**config.mk**
```make
export PLATFORM = sky130hd
export DESIGN_NAME = binary_merge_running_mean_unit_flat
export DESIGN_NICKNAME = d
export VERILOG_FILES = /design/src/rtl/bmrm_pkg.sv /design/src/rtl/bmrm_ifs.sv /design/src/rtl/bmrm_ram.sv /design/src/rtl/bmrm_div.sv /design/src/rtl/binary_merge_running_mean_unit.sv /design/src/flat_wrapper.sv
export SDC_FILE = /design/constraint.sdc
export NUM_CORES = 2
export LEC_CHECK = 0
export CAP_MARGIN = 20
export CORE_MARGIN = 2
export CORE_UTILIZATION = 30
export CTS_CLUSTER_SIZE = 25
export DETAILED_ROUTE_END_ITERATION = 10
export DONT_BUFFER_PORTS = 1
export PLACE_DENSITY = 0.5
export SLEW_MARGIN = 40
export SYNTH_ARGS = -nofsm -noshare
export SYNTH_HDL_FRONTEND = slang
export SYNTH_SLANG_ARGS = --single-unit
```
**constraint.sdc**
```tcl
create_clock -name clk -period 9.8 [get_ports clk]
set_clock_uncertainty 0.2 [all_clocks]
set_input_delay 0.98 -clock clk [delete_from_list [all_inputs] [get_ports clk]]
set_output_delay 0.98 -clock clk [all_outputs]
set_load 0.02 [all_outputs]
```
**src/rtl/bmrm_pkg.sv**
```systemverilog
// ----------------------------------------------------------------------------
// bmrm_pkg
// Shared constants, types and arithmetic helpers of the binary merge running
// mean unit.
// ----------------------------------------------------------------------------
package bmrm_pkg;

  // configuration of the store
  localparam int LEVELS        = 32;
  localparam int SAMPLE_BITS   = 32;
  localparam int FRACTION_BITS = 16;

  // fixed field widths
  localparam int MEAN_BITS  = 48;
  localparam int COUNT_BITS = 32;
  localparam int IN_BITS    = 32;

  // derived widths
  localparam int LVL_BITS   = $clog2(LEVELS);
  localparam int ENTRY_BITS = SAMPLE_BITS + FRACTION_BITS;
  localparam int WIDE_BITS  = ((ENTRY_BITS > MEAN_BITS) ? ENTRY_BITS : MEAN_BITS) + 1;
  // weighted sum: |mean| * count stays below 2^(MEAN_BITS+COUNT_BITS-1)
  localparam int SUM_BITS   = MEAN_BITS + COUNT_BITS;
  // quotient is below 2^MEAN_BITS, two bits retire per divider cycle
  localparam int DIV_STEPS  = MEAN_BITS / 2;
  localparam int DSTEP_BITS = $clog2(DIV_STEPS);

  // count at which adds are refused
  localparam logic [COUNT_BITS-1:0] CAPACITY =
    (LEVELS >= COUNT_BITS) ? {COUNT_BITS{1'b1}}
                           : COUNT_BITS'((64'd1 << LEVELS) - 64'd1);

  // action codes
  localparam logic ACT_ADD   = 1'b0;
  localparam logic ACT_CLEAR = 1'b1;

  typedef enum logic [2:0] {
    ST_IDLE,
    ST_RIPPLE,
    ST_WRITE,
    ST_LOAD,
    ST_DIVIDE,
    ST_ROUND,
    ST_SIGN,
    ST_RESP
  } bmrm_state_t;

  // divider request and response
  typedef struct packed {
    logic                  start;
    logic [SUM_BITS-1:0]   dividend;
    logic [COUNT_BITS-1:0] divisor;
  } div_req_t;

  typedef struct packed {
    logic                  done;
    logic [MEAN_BITS-1:0]  quo;
    logic [COUNT_BITS-1:0] rem;
  } div_rsp_t;

  // level-0 entry: sample scaled by 2^FRACTION_BITS, clamped to the mean range
  function automatic logic signed [MEAN_BITS-1:0] sat_entry(
    input logic signed [SAMPLE_BITS-1:0] s
  );
    logic signed [WIDE_BITS-1:0] w;
    logic signed [WIDE_BITS-1:0] hi;
    logic signed [WIDE_BITS-1:0] lo;
    w  = WIDE_BITS'(s) <<< FRACTION_BITS;
    hi = {{(WIDE_BITS-MEAN_BITS+1){1'b0}}, {(MEAN_BITS-1){1'b1}}};
    lo = ~hi;
    if (w > hi) begin
      w = hi;
    end else if (w < lo) begin
      w = lo;
    end
    return w[MEAN_BITS-1:0];
  endfunction

  // average of two equal-depth entries, round half up
  function automatic logic signed [MEAN_BITS-1:0] merge_pair(
    input logic signed [MEAN_BITS-1:0] a,
    input logic signed [MEAN_BITS-1:0] b
  );
    logic signed [MEAN_BITS:0] s;
    s = (MEAN_BITS+1)'(a) + (MEAN_BITS+1)'(b) + (MEAN_BITS+1)'(1);
    return s[MEAN_BITS:1];
  endfunction

endpackage

```
**src/rtl/bmrm_ifs.sv**
```systemverilog
// ----------------------------------------------------------------------------
// bmrm_ifs
// Valid/ready channels of the running mean unit: sample words in, mean
// words out.
// ----------------------------------------------------------------------------
interface bmrm_in_if;
  logic                             valid;
  logic                             ready;
  logic                             action;
  logic signed [bmrm_pkg::IN_BITS-1:0] sample;

  modport source (output valid, output action, output sample, input ready);
  modport sink   (input valid, input action, input sample, output ready);
endinterface

interface bmrm_out_if;
  logic                                  valid;
  logic                                  ready;
  logic signed [bmrm_pkg::MEAN_BITS-1:0] mean;
  logic [bmrm_pkg::COUNT_BITS-1:0]       sample_count;
  logic                                  accepted;

  modport source (output valid, output mean, output sample_count, output accepted,
                  input ready);
  modport sink   (input valid, input mean, input sample_count, input accepted,
                  output ready);
endinterface

```
**src/rtl/bmrm_ram.sv**
```systemverilog
// ----------------------------------------------------------------------------
// bmrm_ram
// Generic single-write, single-read RAM with registered read data.
// ----------------------------------------------------------------------------
module bmrm_ram #(
  parameter int WIDTH = 8,
  parameter int DEPTH = 16
) (
  input  logic                     clk,
  input  logic                     we,
  input  logic [$clog2(DEPTH)-1:0] waddr,
  input  logic [WIDTH-1:0]         wdata,
  input  logic [$clog2(DEPTH)-1:0] raddr,
  output logic [WIDTH-1:0]         rdata
);

  logic [WIDTH-1:0] mem [DEPTH];

  always_ff @(posedge clk) begin
    if (we) begin
      mem[waddr] <= wdata;
    end
    rdata <= mem[raddr];
  end

endmodule

```
**src/rtl/bmrm_div.sv**
```systemverilog
// ----------------------------------------------------------------------------
// bmrm_div
// Restoring divider, two quotient bits per cycle. Divides the weighted sum
// magnitude by the sample count; the high dividend part must be below the
// divisor, so only the low MEAN_BITS quotient bits are formed.
// ----------------------------------------------------------------------------
module bmrm_div (
  input  logic               clk,
  input  logic               rst_n,
  input  bmrm_pkg::div_req_t req,
  output bmrm_pkg::div_rsp_t rsp
);

  localparam int M = bmrm_pkg::MEAN_BITS;
  localparam int C = bmrm_pkg::COUNT_BITS;

  logic                            busy_r, busy_nxt;
  logic                            done_r, done_nxt;
  logic [bmrm_pkg::DSTEP_BITS-1:0] cnt_r, cnt_nxt;
  logic [C-1:0]                    rem_r, rem_nxt;
  logic [M-1:0]                    quo_r, quo_nxt;
  logic [C-1:0]                    div_r, div_nxt;

  logic [C:0]   t1, t2;
  logic         ge1, ge2;
  logic [C-1:0] r1, r2;
  logic [M-1:0] q1, q2;

  // two restoring steps
  always_comb begin
    t1  = {rem_r, quo_r[M-1]};
    ge1 = (t1 >= {1'b0, div_r});
    r1  = ge1 ? C'(t1 - {1'b0, div_r}) : t1[C-1:0];
    q1  = {quo_r[M-2:0], ge1};
    t2  = {r1, q1[M-1]};
    ge2 = (t2 >= {1'b0, div_r});
    r2  = ge2 ? C'(t2 - {1'b0, div_r}) : t2[C-1:0];
    q2  = {q1[M-2:0], ge2};
  end

  // sequencing
  always_comb begin
    busy_nxt = busy_r;
    done_nxt = 1'b0;
    cnt_nxt  = cnt_r;
    rem_nxt  = rem_r;
    quo_nxt  = quo_r;
    div_nxt  = div_r;
    if (req.start) begin
      busy_nxt = 1'b1;
      cnt_nxt  = '0;
      rem_nxt  = req.dividend[bmrm_pkg::SUM_BITS-1:M];
      quo_nxt  = req.dividend[M-1:0];
      div_nxt  = req.divisor;
    end else if (busy_r) begin
      rem_nxt = r2;
      quo_nxt = q2;
      cnt_nxt = bmrm_pkg::DSTEP_BITS'(cnt_r + 1'b1);
      if (cnt_r == bmrm_pkg::DSTEP_BITS'(bmrm_pkg::DIV_STEPS - 1)) begin
        busy_nxt = 1'b0;
        done_nxt = 1'b1;
      end
    end
  end

  always_ff @(posedge clk) begin
    if (!rst_n) begin
      busy_r <= 1'b0;
      done_r <= 1'b0;
      cnt_r  <= '0;
    end else begin
      busy_r <= busy_nxt;
      done_r <= done_nxt;
      cnt_r  <= cnt_nxt;
    end
    rem_r <= rem_nxt;
    quo_r <= quo_nxt;
    div_r <= div_nxt;
  end

  assign rsp.done = done_r;
  assign rsp.quo  = quo_r;
  assign rsp.rem  = rem_r;

endmodule

```
**src/rtl/binary_merge_running_mean_unit.sv**
```systemverilog
// Operation: an add ripples up the low set bits of the count, one RAM
//   read-merge per level, then divides by the count in the radix-4 divider.
//   Clear and refused adds skip both steps and go straight to the result word.
//   One word at a time: the next word waits until the output register takes the last.
// Reset: synchronous, active low; clears count, weighted sum and held mean.
//   The level RAM is not cleared: slots are live only where count bits are set.
// ----------------------------------------------------------------------------
// binary_merge_running_mean_unit
// Running mean kept as binary-counter partial averages in a level RAM, with
// a register holding the 2^d-weighted sum of the occupied slots.
// ----------------------------------------------------------------------------
module binary_merge_running_mean_unit (
  input  logic       clk,
  input  logic       rst_n,
  bmrm_in_if.sink    in_ch,
  bmrm_out_if.source out_ch
);

  localparam int M = bmrm_pkg::MEAN_BITS;
  localparam int C = bmrm_pkg::COUNT_BITS;
  localparam int S = bmrm_pkg::SUM_BITS;
  localparam int L = bmrm_pkg::LVL_BITS;

  bmrm_pkg::bmrm_state_t state_r, state_nxt;

  logic [C-1:0]          count_r, count_nxt;
  logic signed [S-1:0]   wsum_r, wsum_nxt;
  logic signed [M-1:0]   mean_r, mean_nxt;
  logic signed [M-1:0]   e_r, e_nxt;
  logic [L-1:0]          lvl_r, lvl_nxt;
  logic                  acc_r, acc_nxt;
  logic                  neg_r, neg_nxt;
  logic [M:0]            qmag_r, qmag_nxt;

  logic                  out_valid_r, out_valid_nxt;
  logic signed [M-1:0]   out_mean_r, out_mean_nxt;
  logic [C-1:0]          out_count_r, out_count_nxt;
  logic                  out_acc_r, out_acc_nxt;

  logic                  ram_we;
  logic [M-1:0]          ram_rdata;

  bmrm_pkg::div_req_t    div_req;
  bmrm_pkg::div_rsp_t    div_rsp;

  // level store: read at lvl_nxt; the registered data belongs to lvl_r in the next cycle
  bmrm_ram #(
    .WIDTH (M),
    .DEPTH (bmrm_pkg::LEVELS)
  ) u_level_ram (
    .clk   (clk),
    .we    (ram_we),
    .waddr (lvl_r),
    .wdata (e_r),
    .raddr (lvl_nxt),
    .rdata (ram_rdata)
  );

  bmrm_div u_div (
    .clk   (clk),
    .rst_n (rst_n),
    .req   (div_req),
    .rsp   (div_rsp)
  );

  logic                  in_fire;
  logic [L-1:0]          lvl_inc;
  logic [C-1:0]          cnt_shift;
  logic signed [S-1:0]   term;
  logic signed [M-1:0]   slot;
  logic [S-1:0]          wsum_mag;
  logic                  round_up;
  logic [M:0]            qinc;
  logic signed [M+1:0]   sval;
  logic signed [M+1:0]   mean_hi;
  logic signed [M+1:0]   mean_lo;
  logic                  load_out;

  assign in_fire = in_ch.valid && in_ch.ready;
  assign slot    = ram_rdata;

  // next state and datapath
  always_comb begin
    state_nxt     = state_r;
    count_nxt     = count_r;
    wsum_nxt      = wsum_r;
    mean_nxt      = mean_r;
    e_nxt         = e_r;
    lvl_nxt       = lvl_r;
    acc_nxt       = acc_r;
    neg_nxt       = neg_r;
    qmag_nxt      = qmag_r;
    out_valid_nxt = out_valid_r;
    out_mean_nxt  = out_mean_r;
    out_count_nxt = out_count_r;
    out_acc_nxt   = out_acc_r;
    ram_we        = 1'b0;
    div_req       = '0;
    load_out      = 1'b0;
    lvl_inc       = L'(lvl_r + 1'b1);
    cnt_shift     = '0;
    term          = '0;
    wsum_mag      = '0;
    round_up      = 1'b0;
    qinc          = '0;
    sval          = '0;
    mean_hi       = {3'b000, {(M-1){1'b1}}};
    mean_lo       = ~mean_hi;

    // output word register frees on handshake
    if (out_valid_r && out_ch.ready) begin
      out_valid_nxt = 1'b0;
    end

    case (state_r)
      bmrm_pkg::ST_IDLE: begin
        if (in_fire) begin
          lvl_nxt = '0;
          acc_nxt = 1'b1;
          if (in_ch.action == bmrm_pkg::ACT_CLEAR) begin
            count_nxt = '0;
            wsum_nxt  = '0;
            mean_nxt  = '0;
            state_nxt = bmrm_pkg::ST_RESP;
          end else if (count_r >= bmrm_pkg::CAPACITY) begin
            acc_nxt   = 1'b0;
            state_nxt = bmrm_pkg::ST_RESP;
          end else begin
            e_nxt     = bmrm_pkg::sat_entry(in_ch.sample[bmrm_pkg::SAMPLE_BITS-1:0]);
            state_nxt = count_r[0] ? bmrm_pkg::ST_RIPPLE : bmrm_pkg::ST_WRITE;
          end
        end
      end

      // carry ripple: merge occupied slot, drop its weight from the sum
      bmrm_pkg::ST_RIPPLE: begin
        e_nxt     = bmrm_pkg::merge_pair(slot, e_r);
        term      = S'(slot) <<< lvl_r;
        wsum_nxt  = wsum_r - term;
        lvl_nxt   = lvl_inc;
        cnt_shift = count_r >> lvl_inc;
        if (!cnt_shift[0]) begin
          state_nxt = bmrm_pkg::ST_WRITE;
        end
      end

      // store the carried entry, add its weight, bump the count
      bmrm_pkg::ST_WRITE: begin
        ram_we    = 1'b1;
        term      = S'(e_r) <<< lvl_r;
        wsum_nxt  = wsum_r + term;
        count_nxt = C'(count_r + 1'b1);
        state_nxt = bmrm_pkg::ST_LOAD;
      end

      // start |sum| / count
      bmrm_pkg::ST_LOAD: begin
        neg_nxt          = wsum_r[S-1];
        wsum_mag         = wsum_r[S-1] ? S'(-wsum_r) : S'(wsum_r);
        div_req.start    = 1'b1;
        div_req.dividend = wsum_mag;
        div_req.divisor  = count_r;
        state_nxt        = bmrm_pkg::ST_DIVIDE;
      end

      // round to nearest, ties away from zero, clamp magnitude
      bmrm_pkg::ST_DIVIDE: begin
        if (div_rsp.done) begin
          round_up = ({div_rsp.rem, 1'b0} >= {1'b0, count_r});
          qinc     = {1'b0, div_rsp.quo} + (M+1)'(round_up);
          qmag_nxt = (qinc > {1'b1, {M{1'b0}}} >> 1) ? ({1'b1, {M{1'b0}}} >> 1) : qinc;
          state_nxt = bmrm_pkg::ST_ROUND;
        end
      end

      // apply sign and saturate
      bmrm_pkg::ST_ROUND: begin
        sval = neg_r ? -$signed({1'b0, qmag_r}) : $signed({1'b0, qmag_r});
        if (sval > mean_hi) begin
          sval = mean_hi;
        end else if (sval < mean_lo) begin
          sval = mean_lo;
        end
        mean_nxt  = sval[M-1:0];
        state_nxt = bmrm_pkg::ST_SIGN;
      end

      bmrm_pkg::ST_SIGN: begin
        state_nxt = bmrm_pkg::ST_RESP;
      end

      // hand the word to the output register
      bmrm_pkg::ST_RESP: begin
        if (!out_valid_r || out_ch.ready) begin
          load_out      = 1'b1;
          out_valid_nxt = 1'b1;
          out_mean_nxt  = mean_r;
          out_count_nxt = count_r;
          out_acc_nxt   = acc_r;
          state_nxt     = bmrm_pkg::ST_IDLE;
        end
      end

      default: begin
        state_nxt = bmrm_pkg::ST_IDLE;
      end
    endcase
  end

  always_ff @(posedge clk) begin
    if (!rst_n) begin
      state_r     <= bmrm_pkg::ST_IDLE;
      count_r     <= '0;
      wsum_r      <= '0;
      mean_r      <= '0;
      out_valid_r <= 1'b0;
    end else begin
      state_r     <= state_nxt;
      count_r     <= count_nxt;
      wsum_r      <= wsum_nxt;
      mean_r      <= mean_nxt;
      out_valid_r <= out_valid_nxt;
    end
    e_r         <= e_nxt;
    lvl_r       <= lvl_nxt;
    acc_r       <= acc_nxt;
    neg_r       <= neg_nxt;
    qmag_r      <= qmag_nxt;
    out_mean_r  <= out_mean_nxt;
    out_count_r <= out_count_nxt;
    out_acc_r   <= out_acc_nxt;
  end

  assign in_ch.ready         = (state_r == bmrm_pkg::ST_IDLE);
  assign out_ch.valid        = out_valid_r;
  assign out_ch.mean         = out_mean_r;
  assign out_ch.sample_count = out_count_r;
  assign out_ch.accepted     = out_acc_r;

`ifndef SYNTHESIS
  logic [C-1:0] cur_shift;
  assign cur_shift = count_r >> lvl_r;

  // ripple only walks over occupied slots
  a_ripple_occupied: assert property (@(posedge clk) disable iff (!rst_n)
    (state_r == bmrm_pkg::ST_RIPPLE) |-> cur_shift[0])
    else $error("ripple on empty slot");

  // a store bumps the count by exactly one
  a_write_count: assert property (@(posedge clk) disable iff (!rst_n)
    (state_r == bmrm_pkg::ST_WRITE) |=> (count_r == C'($past(count_r) + 1'b1)))
    else $error("count not incremented on store");

  // divider answers only while waited for
  a_div_done: assert property (@(posedge clk) disable iff (!rst_n)
    div_rsp.done |-> (state_r == bmrm_pkg::ST_DIVIDE))
    else $error("unexpected divider done");

  // remainder below divisor
  a_div_rem: assert property (@(posedge clk) disable iff (!rst_n)
    div_rsp.done |-> (div_rsp.rem < count_r))
    else $error("remainder not below count");

  // output word is only loaded into a free or draining register
  a_out_load: assert property (@(posedge clk) disable iff (!rst_n)
    load_out |-> (!out_valid_r || out_ch.ready))
    else $error("output word overwritten");
`endif

endmodule

```
**src/flat_wrapper.sv**
```systemverilog
// flat-port wrapper written by rule: the top's interface ports become plain ports
module binary_merge_running_mean_unit_flat 
  (clk, rst_n, in_ch_valid, in_ch_action, in_ch_sample, in_ch_ready, out_ch_valid, out_ch_mean, out_ch_sample_count, out_ch_accepted, out_ch_ready);
  bmrm_in_if in_ch_i ();
  bmrm_out_if out_ch_i ();
  input  logic clk;
  input  logic rst_n;
  input wire logic [$bits(in_ch_i.valid)-1:0] in_ch_valid;
  input wire logic [$bits(in_ch_i.action)-1:0] in_ch_action;
  input wire logic [$bits(in_ch_i.sample)-1:0] in_ch_sample;
  output wire logic [$bits(in_ch_i.ready)-1:0] in_ch_ready;
  output wire logic [$bits(out_ch_i.valid)-1:0] out_ch_valid;
  output wire logic [$bits(out_ch_i.mean)-1:0] out_ch_mean;
  output wire logic [$bits(out_ch_i.sample_count)-1:0] out_ch_sample_count;
  output wire logic [$bits(out_ch_i.accepted)-1:0] out_ch_accepted;
  input wire logic [$bits(out_ch_i.ready)-1:0] out_ch_ready;
  assign in_ch_i.valid = in_ch_valid;
  assign in_ch_i.action = in_ch_action;
  assign in_ch_i.sample = in_ch_sample;
  assign in_ch_ready = in_ch_i.ready;
  assign out_ch_valid = out_ch_i.valid;
  assign out_ch_mean = out_ch_i.mean;
  assign out_ch_sample_count = out_ch_i.sample_count;
  assign out_ch_accepted = out_ch_i.accepted;
  assign out_ch_i.ready = out_ch_ready;
  binary_merge_running_mean_unit u_core (.clk(clk), .rst_n(rst_n), .in_ch(in_ch_i), .out_ch(out_ch_i));
endmodule
```
==> summary.txt <==
Floorplan
  – Die X-Extent: 596 um
  – Die Area: ~360000 um2
  – I/O Pins: 120
  – Rows: 217
  – Starting Density: 30.1%
  – Core region area: 349000 um2
  – Die Ht: 596 um

Placed design
  – Port buffer count: 0
  – Post-detail-place hpwl: approximately 230 mm
  – Pre-CTS setup slack: between 1500 and 2000 ps
  – RD Place Congestion: approximately 0.96
  – Area after DPL: 111000 um2
  – DP Cell Count: 14.0k

Setup path
  – Worst Setup Path Type: reg -> reg
  – Critical path's top delay family: simple AND/OR/NAND/NOR gates
  – Largest stage delay, worst path: 810 ps
  – CP endpoint kind: flip-flop
  – CP arrival: 8850 ps
  – Setup crit start kind: flip-flop
  – CP Max Fanout: slightly below 60
  – Required @ worst endpoint: 10350 ps
  – Critical path buffer and inverter count: 2
  – CP max stage cell: dfxtp_4

Clock network
  – Post-CTS Resized: 0
  – Clock insertion delay at the later pin of the skew report: 940 ps
  – Setup bufs post-CTS: 0
  – Clock sinks: 2052
  – Clock transition at the registers of the reported paths: 60 ps
  – H-tree depth: 4
  – CTS tree: done
  – Root buf cell: clkbuf_16
  – CTS buffer count: 222
  – Hold Buf Count CTS: 0
  – Clock buffer depth: 4

STA
  – Fmax achieved: around 120 MHz
  – Setup violations, final: 0
  – Crit share post-route: 84.6%
  – Fin. Hold Viols: 0
  – Clock period minus worst slack: 8300 ps
  – RSZ-0062 raised after global routing: no
  – Setup tns final: 0 ps
  – Worst setup margin: approximately 1500 ps
  – Max Transition Viols Final: 0
  – Slew Limit Headroom: 33.7%
  – Worst hold slack: 71.0 ps
  – Worst Tran Pin Value: 988 ps

Logic synthesis
  – Syn_nets: 10.1k
  – Flops & latches, synth: 2052
  – Most instantiated library cell after synthesis: nand2_1
  – Yosys top cell by area: edfxtp_1
  – Top post-synthesis cells by count: 2165 x nand2_1, 1828 x edfxtp_1, 536 x clkbuf_1
  – Synthesis Warnings: 0
  – Synthesized area per cell: approximately 11 um2
  – Main area contributors after synthesis: edfxtp_1 52%, nand2_1 7.7%, dfxtp_1 4.3%
  – Async SR Flop Fraction: 0%
  – Synthesized area: roughly 110000 um2
  – Seq/Total Area, Yosys: 56.5%
  – Post-Synthesis Cells: ~10k
  – Synth cell types: 100
  – Area share of the largest cell type after synthesis: 52.2%
  – Main synth FF type: edfxtp_1
  – EDFF count, synth: 1828

Drt
  – DRC: 0
  – Pre-antenna DRT Iters: 6
  – WL per Instance: 24.8 um
  – DR vias: ~80k
  – Routed Antenna Nets: 0
  – Post-Route WL: 356 mm
  – Drt via density: 5.44
  – Iter 0 DRT Violations: 7554

Layout
  – Share of cells above drive strength 1: 8.74%
  – Fin util: 33.8%
  – Area growth, synth to finish: 12.4%
  – Final std cells w/o fill: 14.4k
  – Nets: around 9.9k
  – Final Cell Area: 118000 um2

Power
  – Pwr Density: around 350 nW/um2
  – Power Total: 41.4 mW
  – VDD IR-drop max: 0.000357 V
  – Leakage: 40.8 nW

Global routing
  – First-pass GRT wire length: 515 mm
  – Largest net degree at the start of global routing: around 180
  – Global-route met3 utilization: 2.88%
  – GRT busiest layer: met2
  – Global route overflow: 0
  – Met2 usage: 31.5%
  – GR Util met1: 25.6%
  – Initial antenna violation count: 15
  – Gr usage total: 19.3%
  – Vias in the first global route: 74.9k

Worst hold path
  – Hold Path Class: in -> reg

Outcome
  – Status: finished clean

Job
  – Maxcap violations: 0
[where the power goes]
part	internal, mW	switching (mW)
combinational	7.31	13.3
clock	4.87	3.53
sequential	11.2	1.18
[per-layer routing]
metal / vias up / routed length, um
met3: 647 / 22200
met4: 6 / 15300
met5: - / 34
met1: 38900 / 153000
met2: 2664 / 165000
li1: 35900 / -
[layout make-up]
type | instances | area [um2]
clock inverters | 92 | 997
multi-input cells | 6950 | 43200
clock buffers | 313 | 6190
flip-flops and latches | 2052 | 59400
inverters | 140 | 542
well taps | 4599 | 5750
diodes | 9 | 22.5
repair buffers | 211 | 2090
fillers | 34700 | 231000
[cell families after synthesis]
family / count (synthesis) / synth area share [%]
XOR/XNOR: 426 / 3.55
AO/OA/AOI/OAI: 1965 / 12.7
adder cells (fa/ha/maj): 236 / 2.84
flip-flops: 2052 / 56.5
other: 1 / 0.00357
buffers and inverters: 789 / 2.93
AND/OR/NAND/NOR: 4003 / 17.1
multiplexers: 319 / 4.48
[state kept, by name, indices dropped and copies added, names as in the netlist, 32 cells and up]
signal,flops
u_core.count_r,32
u_core.e_r,48
u_core.mean_r,48
u_core.out_ch.mean,48
u_core.out_ch.sample_count,32
u_core.qmag_r,49
u_core.u_div.div_r,32
u_core.u_div.quo_r,48
u_core.u_div.rem_r,32
u_core.u_level_ram.mem,1536
u_core.u_level_ram.rdata,48
u_core.wsum_r,80
[layout by cell type, fill, tap and decap left out, drive strengths merged, types with 47 or more instances in the layout]
cell type,n
a211oi,47
a21o,123
a21oi,392
a221oi,50
a22oi,69
a311oi,340
a31oi,90
and2,50
and3,237
buf,210
clkbuf,314
clkinv,59
dfxtp,224
edfxtp,1828
ha,232
inv,149
mux2,71
mux2i,134
mux4,114
nand2,2165
nand2b,68
nand3,518
nand4,69
nor2,443
nor2b,149
nor3,113
o21ai,427
o31ai,101
xnor2,260
xor2,166
[worst paths after layout]
kind | startpoint | end | slack [ps] | cells after the start
worst max-delay path | u_core.lvl_r[1] | u_core.wsum_r[79] | 1500 | 25
worst min-delay path | in_ch_sample[14] | u_core.e_r[30] | 70 | 2
worst max register to register | u_core.lvl_r[1] | u_core.wsum_r[79] | 1500 | 25
worst min register to register | u_core.acc_r | u_core.out_ch.accepted | 220 | 0
(Power assumes the default switching activity.)
